File: src/bsm_pkg.sv
// Shared types, codes and constants of the bank switch mapper.
`default_nettype none
package bsm_pkg;

    typedef enum logic [2:0] {
        OP_REG_WRITE = 3'd0,
        OP_PRG_READ  = 3'd1,
        OP_PPU_ADDR  = 3'd2,
        OP_RAM_READ  = 3'd3,
        OP_RAM_WRITE = 3'd4
    } op_t;

    // CPU register space regions, decoded from address bits 14:13.
    localparam logic [1:0] REGION_BANK   = 2'd0;
    localparam logic [1:0] REGION_MIRROR = 2'd1;
    localparam logic [1:0] REGION_LATCH  = 2'd2;
    localparam logic [1:0] REGION_ENABLE = 2'd3;

    localparam logic [1:0] CFG_PRG_BANK_BITS = 2'd0;
    localparam logic [1:0] CFG_CHR_BANK_BITS = 2'd1;
    localparam logic [1:0] CFG_CHR_IS_RAM    = 2'd2;
    localparam logic [1:0] CFG_QUAD_MIRROR   = 2'd3;

    localparam logic [1:0] MIRROR_VERTICAL   = 2'd0;
    localparam logic [1:0] MIRROR_HORIZONTAL = 2'd1;
    localparam logic [1:0] MIRROR_FOUR       = 2'd2;

    localparam logic [2:0] PRG_BITS_MAX = 3'd6;
    localparam logic [3:0] CHR_BITS_MAX = 4'd8;
    localparam logic [3:0] A12_LOW_NEEDED = 4'd3;

    localparam logic [7:0][7:0] BANK_RESET =
        {8'd1, 8'd0, 8'd7, 8'd6, 8'd5, 8'd4, 8'd2, 8'd0};

    typedef struct packed {
        logic [2:0]  opcode;
        logic [15:0] address;
        logic [7:0]  value;
    } request_t;

    typedef struct packed {
        logic [18:0] mapped_offset;
        logic        ram_access_ok;
        logic        irq_pulse;
        logic [1:0]  mirroring;
    } result_t;

    typedef struct packed {
        logic [2:0] prg_bank_bits;
        logic [3:0] chr_bank_bits;
        logic       chr_is_ram;
        logic       quad_mirror;
    } cfg_t;

    typedef struct packed {
        logic [7:0][7:0] banks;
        logic            prg_swap_mode;
        logic            chr_invert;
    } map_state_t;

endpackage
`default_nettype wire

File: src/bsm_bank_regs.sv
// Bank select, bank registers, mirroring and PRG RAM control registers.
`default_nettype none
module bsm_bank_regs (
    input  wire logic                 clk,
    input  wire logic                 rst_n,
    input  wire logic                 valid,
    input  wire bsm_pkg::request_t    req,
    input  wire logic                 quad_mirror,
    output bsm_pkg::map_state_t       map_state,
    output logic                      ram_ok,
    output logic                      mirror_next
);

    logic [2:0]      select_reg, select_next;
    logic [7:0][7:0] banks_reg, banks_next;
    logic            swap_reg, swap_next;
    logic            invert_reg, invert_next;
    logic            ram_en_reg, ram_en_next;
    logic            ram_wr_reg, ram_wr_next;
    logic            mirror_reg;
    logic            odd;

    assign odd = req.address[0];

    always_comb
    begin
        select_next = select_reg;
        banks_next  = banks_reg;
        swap_next   = swap_reg;
        invert_next = invert_reg;
        ram_en_next = ram_en_reg;
        ram_wr_next = ram_wr_reg;
        mirror_next = mirror_reg;
        if (valid && req.opcode == bsm_pkg::OP_REG_WRITE && req.address[15])
        begin
            case (req.address[14:13])
                bsm_pkg::REGION_BANK:
                begin
                    if (odd)
                    begin
                        // The 2 KB pair registers always hold an even bank.
                        if (select_reg[2:1] == 2'b00)
                            banks_next[select_reg] = {req.value[7:1], 1'b0};
                        else
                            banks_next[select_reg] = req.value;
                    end
                    else
                    begin
                        select_next = req.value[2:0];
                        swap_next   = req.value[6];
                        invert_next = req.value[7];
                    end
                end
                bsm_pkg::REGION_MIRROR:
                begin
                    if (odd)
                    begin
                        ram_en_next = req.value[7];
                        ram_wr_next = req.value[7] & ~req.value[6];
                    end
                    else if (!quad_mirror)
                        mirror_next = req.value[0];
                end
                default:
                begin
                end
            endcase
        end
    end

    always_comb
    begin
        case (req.opcode)
            bsm_pkg::OP_RAM_READ:  ram_ok = ram_en_reg;
            bsm_pkg::OP_RAM_WRITE: ram_ok = ram_en_reg & ram_wr_reg;
            default:               ram_ok = 1'b0;
        endcase
    end

    always_ff @(posedge clk or negedge rst_n)
    begin
        if (!rst_n)
        begin
            select_reg <= 3'd0;
            banks_reg  <= bsm_pkg::BANK_RESET;
            swap_reg   <= 1'b0;
            invert_reg <= 1'b0;
            ram_en_reg <= 1'b1;
            ram_wr_reg <= 1'b1;
            mirror_reg <= 1'b0;
        end
        else
        begin
            select_reg <= select_next;
            banks_reg  <= banks_next;
            swap_reg   <= swap_next;
            invert_reg <= invert_next;
            ram_en_reg <= ram_en_next;
            ram_wr_reg <= ram_wr_next;
            mirror_reg <= mirror_next;
        end
    end

    assign map_state.banks         = banks_reg;
    assign map_state.prg_swap_mode = swap_reg;
    assign map_state.chr_invert    = invert_reg;

endmodule
`default_nettype wire

File: src/bsm_irq.sv
// A12 edge filter and scanline interrupt counter with its control registers.
`default_nettype none
module bsm_irq (
    input  wire logic              clk,
    input  wire logic              rst_n,
    input  wire logic              valid,
    input  wire bsm_pkg::request_t req,
    output logic                   irq_pulse
);

    logic [7:0] latch_reg, latch_next;
    logic [7:0] count_reg, count_next;
    logic       pending_reg, pending_next;
    logic       on_reg, on_next;
    logic       last_reg, last_next;
    logic [3:0] low_reg, low_next;

    always_comb
    begin
        latch_next   = latch_reg;
        count_next   = count_reg;
        pending_next = pending_reg;
        on_next      = on_reg;
        last_next    = last_reg;
        low_next     = low_reg;
        irq_pulse    = 1'b0;
        if (valid && req.opcode == bsm_pkg::OP_REG_WRITE && req.address[15])
        begin
            case (req.address[14:13])
                bsm_pkg::REGION_LATCH:
                begin
                    if (req.address[0])
                        pending_next = 1'b1;
                    else
                        latch_next = req.value;
                end
                bsm_pkg::REGION_ENABLE: on_next = req.address[0];
                default:
                begin
                end
            endcase
        end
        else if (valid && req.opcode == bsm_pkg::OP_PPU_ADDR)
        begin
            if (!req.address[12])
            begin
                last_next = 1'b0;
                if (low_reg < bsm_pkg::A12_LOW_NEEDED)
                    low_next = low_reg + 4'd1;
            end
            else
            begin
                // Only a rising edge after a long enough low period counts.
                if (!last_reg && low_reg >= bsm_pkg::A12_LOW_NEEDED)
                begin
                    if (count_reg == 8'd0 || pending_reg)
                    begin
                        count_next   = latch_reg;
                        pending_next = 1'b0;
                    end
                    else
                        count_next = count_reg - 8'd1;
                    irq_pulse = (count_next == 8'd0) && on_reg;
                end
                last_next = 1'b1;
                low_next  = 4'd0;
            end
        end
    end

    always_ff @(posedge clk or negedge rst_n)
    begin
        if (!rst_n)
        begin
            latch_reg   <= 8'd0;
            count_reg   <= 8'd0;
            pending_reg <= 1'b0;
            on_reg      <= 1'b0;
            last_reg    <= 1'b0;
            low_reg     <= 4'd0;
        end
        else
        begin
            latch_reg   <= latch_next;
            count_reg   <= count_next;
            pending_reg <= pending_next;
            on_reg      <= on_next;
            last_reg    <= last_next;
            low_reg     <= low_next;
        end
    end

endmodule
`default_nettype wire

File: src/bsm_map.sv
// Program and character address translation through the bank windows.
`default_nettype none
module bsm_map (
    input  wire bsm_pkg::request_t   req,
    input  wire bsm_pkg::map_state_t map_state,
    input  wire bsm_pkg::cfg_t       cfg,
    output logic [18:0]              mapped_offset
);

    logic [2:0] pbits;
    logic [6:0] pcount;
    logic [5:0] pmask;
    logic [5:0] psecond;
    logic [7:0] praw;
    logic [5:0] pbank;
    logic [3:0] cbits;
    logic [8:0] ccount;
    logic [7:0] cmask;
    logic [2:0] cslot;
    logic [7:0] craw;
    logic [17:0] chr_rom;

    always_comb
    begin
        pbits   = (cfg.prg_bank_bits > bsm_pkg::PRG_BITS_MAX) ?
                  bsm_pkg::PRG_BITS_MAX : cfg.prg_bank_bits;
        pcount  = 7'd1 << pbits;
        pmask   = 6'(pcount - 7'd1);
        psecond = (pbits == 3'd0) ? 6'd0 : 6'(pcount - 7'd2);
        case (req.address[14:13])
            2'd0:    praw = map_state.prg_swap_mode ? {2'b00, psecond} : map_state.banks[6];
            2'd1:    praw = map_state.banks[7];
            2'd2:    praw = map_state.prg_swap_mode ? map_state.banks[6] : {2'b00, psecond};
            default: praw = {2'b00, pmask};
        endcase
        pbank = praw[5:0] & pmask;

        cbits  = (cfg.chr_bank_bits > bsm_pkg::CHR_BITS_MAX) ?
                 bsm_pkg::CHR_BITS_MAX : cfg.chr_bank_bits;
        ccount = 9'd1 << cbits;
        cmask  = 8'(ccount - 9'd1);
        cslot  = req.address[12:10] ^ {map_state.chr_invert, 2'b00};
        // The lower half uses registers 0 and 1 as 2 KB pairs.
        if (!cslot[2])
            craw = {map_state.banks[{2'b00, cslot[1]}][7:1], cslot[0]};
        else
            craw = map_state.banks[cslot - 3'd2];
        chr_rom = {craw & cmask, req.address[9:0]};

        case (req.opcode)
            bsm_pkg::OP_PRG_READ: mapped_offset = {pbank, req.address[12:0]};
            bsm_pkg::OP_PPU_ADDR:
            begin
                if (cfg.chr_is_ram)
                    mapped_offset = {6'd0, req.address[12:0]};
                else
                    mapped_offset = {1'b0, chr_rom};
            end
            default: mapped_offset = 19'd0;
        endcase
    end

endmodule
`default_nettype wire

File: src/bank_switch_mapper_scanline_irq_top.sv
// Top level: request register, configuration registers, result register.
// Pipeline: a request is captured in the request register, and its result,
// with done high, in the result register, from which the receiver takes it.
// Throughput: one request every cycle; busy stays low.
// The result is shown for one cycle only, since the receiver cannot stall.
// Reset is asynchronous: all bank, mirroring, RAM and counter state and the
// configuration registers return to their power-on values at once.
`default_nettype none
module bank_switch_mapper_scanline_irq_top (
    input  wire logic              clk,
    input  wire logic              rst_n,
    input  wire logic              start,
    output logic                   busy,
    input  wire bsm_pkg::request_t req,
    output logic                   done,
    output bsm_pkg::result_t       result,
    input  wire logic              cfg_we,
    input  wire logic [1:0]        cfg_index,
    input  wire logic [3:0]        cfg_data
);

    bsm_pkg::request_t   req_reg;
    logic                req_valid_reg;
    bsm_pkg::cfg_t       cfg_reg;
    bsm_pkg::map_state_t map_state;
    bsm_pkg::result_t    result_reg, result_next;
    logic                done_reg;
    logic                ram_ok;
    logic                mirror_next;
    logic                irq_pulse;
    logic [18:0]         mapped_offset;

    assign busy = 1'b0;

    always_ff @(posedge clk or negedge rst_n)
    begin
        if (!rst_n)
            req_valid_reg <= 1'b0;
        else
            req_valid_reg <= start;
    end

    always_ff @(posedge clk)
    begin
        if (start)
            req_reg <= req;
    end

    always_ff @(posedge clk or negedge rst_n)
    begin
        if (!rst_n)
        begin
            cfg_reg.prg_bank_bits <= 3'd5;
            cfg_reg.chr_bank_bits <= 4'd8;
            cfg_reg.chr_is_ram    <= 1'b0;
            cfg_reg.quad_mirror   <= 1'b0;
        end
        else if (cfg_we)
        begin
            unique case (cfg_index)
                bsm_pkg::CFG_PRG_BANK_BITS: cfg_reg.prg_bank_bits <= cfg_data[2:0];
                bsm_pkg::CFG_CHR_BANK_BITS: cfg_reg.chr_bank_bits <= cfg_data;
                bsm_pkg::CFG_CHR_IS_RAM:    cfg_reg.chr_is_ram    <= cfg_data[0];
                bsm_pkg::CFG_QUAD_MIRROR:   cfg_reg.quad_mirror   <= cfg_data[0];
                default:
                begin
                end
            endcase
        end
    end

    bsm_bank_regs u_bank_regs (
        .clk         (clk),
        .rst_n       (rst_n),
        .valid       (req_valid_reg),
        .req         (req_reg),
        .quad_mirror (cfg_reg.quad_mirror),
        .map_state   (map_state),
        .ram_ok      (ram_ok),
        .mirror_next (mirror_next)
    );

    bsm_irq u_irq (
        .clk       (clk),
        .rst_n     (rst_n),
        .valid     (req_valid_reg),
        .req       (req_reg),
        .irq_pulse (irq_pulse)
    );

    bsm_map u_map (
        .req           (req_reg),
        .map_state     (map_state),
        .cfg           (cfg_reg),
        .mapped_offset (mapped_offset)
    );

    // Mirroring reports the state left behind by this request.
    always_comb
    begin
        result_next.mapped_offset = mapped_offset;
        result_next.ram_access_ok = ram_ok;
        result_next.irq_pulse     = irq_pulse;
        if (cfg_reg.quad_mirror)
            result_next.mirroring = bsm_pkg::MIRROR_FOUR;
        else if (mirror_next)
            result_next.mirroring = bsm_pkg::MIRROR_HORIZONTAL;
        else
            result_next.mirroring = bsm_pkg::MIRROR_VERTICAL;
    end

    always_ff @(posedge clk or negedge rst_n)
    begin
        if (!rst_n)
            done_reg <= 1'b0;
        else
            done_reg <= req_valid_reg;
    end

    always_ff @(posedge clk)
    begin
        if (req_valid_reg)
            result_reg <= result_next;
    end

    assign done   = done_reg;
    assign result = result_reg;

endmodule
`default_nettype wire
File: config.mk
export PLATFORM = sky130hd
export DESIGN_NAME = bank_switch_mapper_scanline_irq_top
export DESIGN_NICKNAME = d
export VERILOG_FILES = /design/src/bsm_pkg.sv /design/src/bsm_bank_regs.sv /design/src/bsm_irq.sv /design/src/bsm_map.sv /design/src/bank_switch_mapper_scanline_irq_top.sv
export SDC_FILE = /design/constraint.sdc
export NUM_CORES = 1
export LEC_CHECK = 0
export BUFFER_PORTS_ARGS = -buffer_cell sky130_fd_sc_hd__buf_4
export CAP_MARGIN = 0
export CELL_PAD_IN_SITES_DETAIL_PLACEMENT = 1
export CELL_PAD_IN_SITES_GLOBAL_PLACEMENT = 1
export CORE_MARGIN = 8
export CORE_UTILIZATION = 53
export DETAILED_ROUTE_END_ITERATION = 6
export PLACE_DENSITY_LB_ADDON = 0.1
export SKIP_LAST_GASP = 1
export SLEW_MARGIN = 20
export SYNTH_ARGS = -nofsm -noshare
export SYNTH_HDL_FRONTEND = slang
export SYNTH_SLANG_ARGS = --single-unit
File: constraint.sdc
create_clock -name clk -period 5.35 [get_ports clk]
set_input_delay 0.2675 -clock clk [delete_from_list [all_inputs] [get_ports clk]]
set_output_delay 0.2675 -clock clk [all_outputs]
set_load 0.1 [all_outputs]
After elaboration in Yosys (flattened, before gate mapping). Cells that the tools add are included.

$add $sub $neg: 6. Magnitude comparators: 8. Equality and inequality tests: 12. Shifts and indexed selects: 2. Mux-type cells: 39. Bitwise gates (word level): 11. Reduce and logical (&&, ||, !) cells: 34.

Operators with widths (count): 64-bit bitwise mux (2); 8-bit 2-to-1 mux (10); 64-bit 2-to-1 mux (1); 19-bit case mux with 2 select lines (1); 8-bit binary-select mux with 3-bit select (1); 8-bit demux with 3-bit select (1); 18-bit 2-to-1 mux (1); 6-bit 2-to-1 mux (3); 6-bit case mux with 3 select lines (1); 8-bit zero test (2); 8-bit by 1-bit subtractor with 8-bit output (second input constant) (2); 3-bit AND reduction (5); 1-bit 2-to-1 mux (13); 4-bit 2-to-1 mux (3); 2-bit AND reduction (6); 2-bit nonzero test (5); 8-bit AND (1); 2-bit equality test (second input constant) (4); 3-bit by 4-bit less-than comparator with 1-bit output (second input constant) (2); 1-bit by 4-bit << shifter with 8-bit output (first input constant) (1); 6-bit AND (1); 3-bit by 2-bit equality test with 1-bit output (second input constant) (2); 1-bit logical AND (6); 2-bit zero test (3); 27 further kinds (35).

Register bits after elaboration: 156. Input port bits: 37. Output and inout bits: 25. Logic and storage cells: 145.

Depth between registers and ports, before layout.
Depth in word-level cells: 9. Gate-level depth with buffers: 8. Depth with buffers taken out: 7.

Hierarchy. Synthesis repeated with hierarchy kept, for this count alone.

Cells, all modules: 475. Area, all modules: 6910.4 um^2.

Modules (own cells, without submodules): bsm_bank_regs (times used 1, cells each 174, area each 2932.8 um^2, seq. area each 1816.7 um^2); bank_switch_mapper_scanline_irq_top (times used 1, cells each 77, area each 1931.9 um^2, seq. area each 1780.5 um^2); bsm_irq (times used 1, cells each 124, area each 1247.4 um^2, seq. area each 575.6 um^2); bsm_map (times used 1, cells each 100, area each 798.3 um^2, seq. area each 0.0 um^2).

Worst setup path after synthesis. OpenSTA, ideal clock, no wires.

Path type: flip-flop to flip-flop. Start point: reg req_valid_reg. End point: reg u_bank_regs.banks_reg, in the netlist u_bank_regs.map_state[18]. Setup time: 0.125 ns. Data arrival time: 2.215 ns. Required time: 5.225 ns. Setup slack: 3.011 ns. Stages on the path, launching flop included: 5. Buffers on the path: 0. Clock period less this slack: 2.339 ns. Cells stage by stage: dfrtp_1 nor4b_4 nand3_2 nor3_4 mux2_2.

Longest elaborated chain between the ends: 3.

RTL lines: from (decl) (RTL line bank_switch_mapper_scanline_irq_top.sv:23) `logic req_valid_reg;`; from (signal assigned) (RTL line bank_switch_mapper_scanline_irq_top.sv:40) `req_valid_reg <= start;`; 1-bit logical AND (2 in series) (RTL line bsm_bank_regs.sv:34) `if (valid && req.opcode == bsm_pkg::OP_REG_WRITE && req.address[15])`; 3-bit AND reduction (no line); to (signal assigned) (RTL line bsm_bank_regs.sv:85) `banks_reg <= bsm_pkg::BANK_RESET;`; to (signal assigned) (RTL line bsm_bank_regs.sv:95) `banks_reg <= banks_next;`; to (decl) (RTL line bsm_bank_regs.sv:15) `logic [7:0][7:0] banks_reg, banks_next;`.

Every way passes these cells. A chain may end at the register's enable or synchronous reset.

Final worst setup path.
Start point: reg req_valid_reg. End point: reg u_bank_regs.banks_reg, in the netlist u_bank_regs.map_state[45].

The elaborated chain is that of the path after synthesis.

==> summary.md <==
| Metric | Value |
|---|---|
| Avg Synthesized Cell Area | `13.9 um^2` |
| Crit. End Element | `flip-flop` |
| Core box area | `12500 um^2` |
| GRT met3 Usage | `5.78%` |
| DIE AREA | `around 16000 um^2` |
| DRT Wirelength | `roughly 17000 um` |
| Hold Path Class | `primary input to flip-flop` |
| CTS clk-pin slew, worst paths | `60 ps` |
| Status | `finished clean` |
| CTS buffer count | `17` |
| Vias in the first global route | `4868` |
| DRT antenna net count | `0` |
| Placed inst area | `7240 um^2` |
| Clock Latency Late Sink | `about 420 ps` |
| F_max | `383 MHz` |
| Met2 GRT Util | `38.6%` |
| Kind of critical path | `flip-flop to flip-flop` |
| IO Pins | `62` |
| Final setup viols | `0` |
| Area share of the largest cell type after synthesis | `31.9%` |
| Register Area | `4020 um^2` |
| #FFs+latches synth | `150` |
| Maximum vdd drop | `0.000329 V` |
| Leak Pwr | `3.33 nW` |
| Met1 usage | `25.3%` |
| Hold Vio Cnt, Final | `0` |
| Required @ worst endpoint | `5650 ps` |
| Fillcell total | `1185` |
| PD cells | `378 nW/um^2` |
| GRT Total Usage | `22.1%` |
| Crit path launch type | `flip-flop` |
| Top cells by area, synth | `dfrtp_1, edfxtp_1, mux2_2, dfstp_2, mux4_2` |
| Pwr Total | `0.00296 W` |
| DP HPWL | `11500 um` |
| Clk sinks | `150` |
| Clk root buf | `clkbuf_16` |
| Final Core Density | `62.9%` |
| Vias | `4257` |
| Multi-input logic area | `around 2500 um^2` |
| Yosys top cell by area | `dfrtp_1` |
| Synth Instances | `480` |
| Max clock buf depth | `2` |
| Layout area overhead | `17.6%` |
| Syn_nets | `around 520` |
| GPL Wtd Cong | `0.839` |
| Post-DR wirelength/cell | `23.5 um` |
| Synth Warn # | `0` |
| Initial DRC Count | `between 200 and 300` |
| Worst Max-Slew Pin Slew | `1080 ps` |
| Final slew viol count | `0` |
| Final Instance Area | `7840 um^2` |
| Ant diodes | `0` |
| Post-CTS setup buffer count | `0` |
| Clock skew | `7.00 ps` |
| Period minus WS final | `2610 ps` |
| Synthesized area | `6660 um^2` |
| Port bufs | `60` |
| # DRC | `0` |
| Final period utilization | `about half` |
| Setup TNS | `0 ps` |
| Die width | `128 um` |
| Seq/Total Area, Yosys | `60.4%` |
| Largest net degree at the start of global routing | `65` |
| Post-synth cell types | `62` |
| Post-synth ARST share | `66.7%` |
| Layout cells sized above 1 | `38.6%` |
| Number of flip-flops in the largest register | `just under 60` |
| Crit path DAT | `about 2900 ps` |
| Starting density of the core | `53.4%` |
| Top FF cell, synth | `dfrtp_1` |
| CTS tree | `yes` |
| H-tree depth | `4` |
| Final net count | `580` |
| Top Usage Layer GRT | `met2` |
| DR vias/cell | `between 5 and 6` |
| Total gr overflow | `0` |
| Max Cap Violations | `0` |
| CP Max Fanout | `27` |
| Num rows | `41` |
| Die Y | `128 um` |
| First-pass iteration count of the detailed router | `4` |
| First-pass GRT wire length | `27000 um` |
| Relative slew margins | `27.8%` |
| Initial antenna violation count | `0` |
| EDFF count, synth | `50` |
| RSZ-0062 raised after global routing | `false` |
## where the power goes
group,internal (W),total (W),switching [W]
clock,0.000713,0.00117,0.000452
sequential,0.00128,0.00139,0.000115
combinational,0.000150,0.000406,0.000256
## layout by cell type, fill, tap and decap left out, types with 5 or more instances in the layout
master     count
mux2_2        84
dfrtp_1       84
buf_4         61
edfxtp_1      50
o21ai_0       19
nor2_1        18
clkbuf_16     18
nand2_1       17
a21oi_1       17
and2_1        16
dfstp_2       15
mux2i_1       12
nor3_1         9
inv_1          7
nand2b_1       7
mux4_2         7
clkinv_2       6
nor4_1         5
## final timing paths
check / endpoint / cells past startpoint / start / slack (ps)
worst max-delay path: u_bank_regs.map_state[45] / 4 / req_valid_reg / 2740
worst min-delay path: req_reg[6] / 1 / req[6] / 20
worst max register to register: u_bank_regs.map_state[45] / 4 / req_valid_reg / 2740
worst min register to register: u_irq.low_reg[2] / 1 / u_irq.low_reg[2] / 480
max in group asynchronous: u_irq.latch_reg[0] / 3 / rst_n / 3780
min in group asynchronous: u_irq.count_reg[7] / 2 / rst_n / 370
## area by class of cell
class	count	area share (%)
multi-input cells	301	32.2
clock buffers	24	6.55
flip-flops and latches	150	51.4
repair buffers	62	5.97
clock inverters	8	0.878
inverters	7	0.335
well taps	172	2.75
## routing by layer
layer | vias up | share of wire (%) | wire, um
met5 | - | 0 | 0
met4 | 0 | 2.3 | 388
met3 | 28 | 4.4 | 743
met2 | 101 | 53 | 9070
met1 | 2219 | 40 | 6780
li1 | 1909 | - | -
## cell families (layout without fill, tap and decap cells)
group,Yosys count,count (layout),share of synthesized area (%)
AOI/OAI and AO/OA,73,73,7.18
xor gates and xnor gates,4,4,0.526
adders and majority gates,4,4,0.751
buffers and inverters,29,101,1.77
DFF,150,150,60.4
muxes,103,103,18.4
other,1,1,0.0563
and+or+nand+nor,116,116,11.0
## per-stage QoR
step	cells	setup slack, ps	hold slack [ps]
global placement	691	2470	278
finish	724	2740	21.6
floorplan	480	3010	-28.1
detailed placement	691	2390	282
global route	724	2610	1.20
CTS	724	2380	4.65
## cell usage after synthesis (3+ instances only)
master / count
dfrtp_1: 85
mux2_2: 84
edfxtp_1: 50
o21ai_0: 19
nor2_1: 18
a21oi_1: 17
nand2_1: 17
and2_1: 16
dfstp_2: 15
clkbuf_1: 13
mux2i_1: 12
nor3_1: 9
inv_1: 7
mux4_2: 7
nand2b_1: 7
nor4_1: 5
buf_1: 4
buf_2: 4
ha_1: 4
nand3_1: 4
nand3b_1: 4
nand4b_1: 4
nor2_2: 4
nor3_4: 4
o22ai_1: 4
or3_1: 4
a211oi_1: 3
a22oi_1: 3
nor3b_1: 3
o221ai_1: 3
o31ai_1: 3
## timing repair
action	4_1_cts	5_1_grt
gates resized for setup	0	0
hold buffers	1	0
endpoints found under the hold margin	30	0
## worst max-delay path, cell delays in order (launching register included)
cell     delay (ps)
dfrtp_2         760
nor4b_4         440
nand4_1         390
nor2_2          500
mux2_2          400
Power figures use the tool's default switching activity.
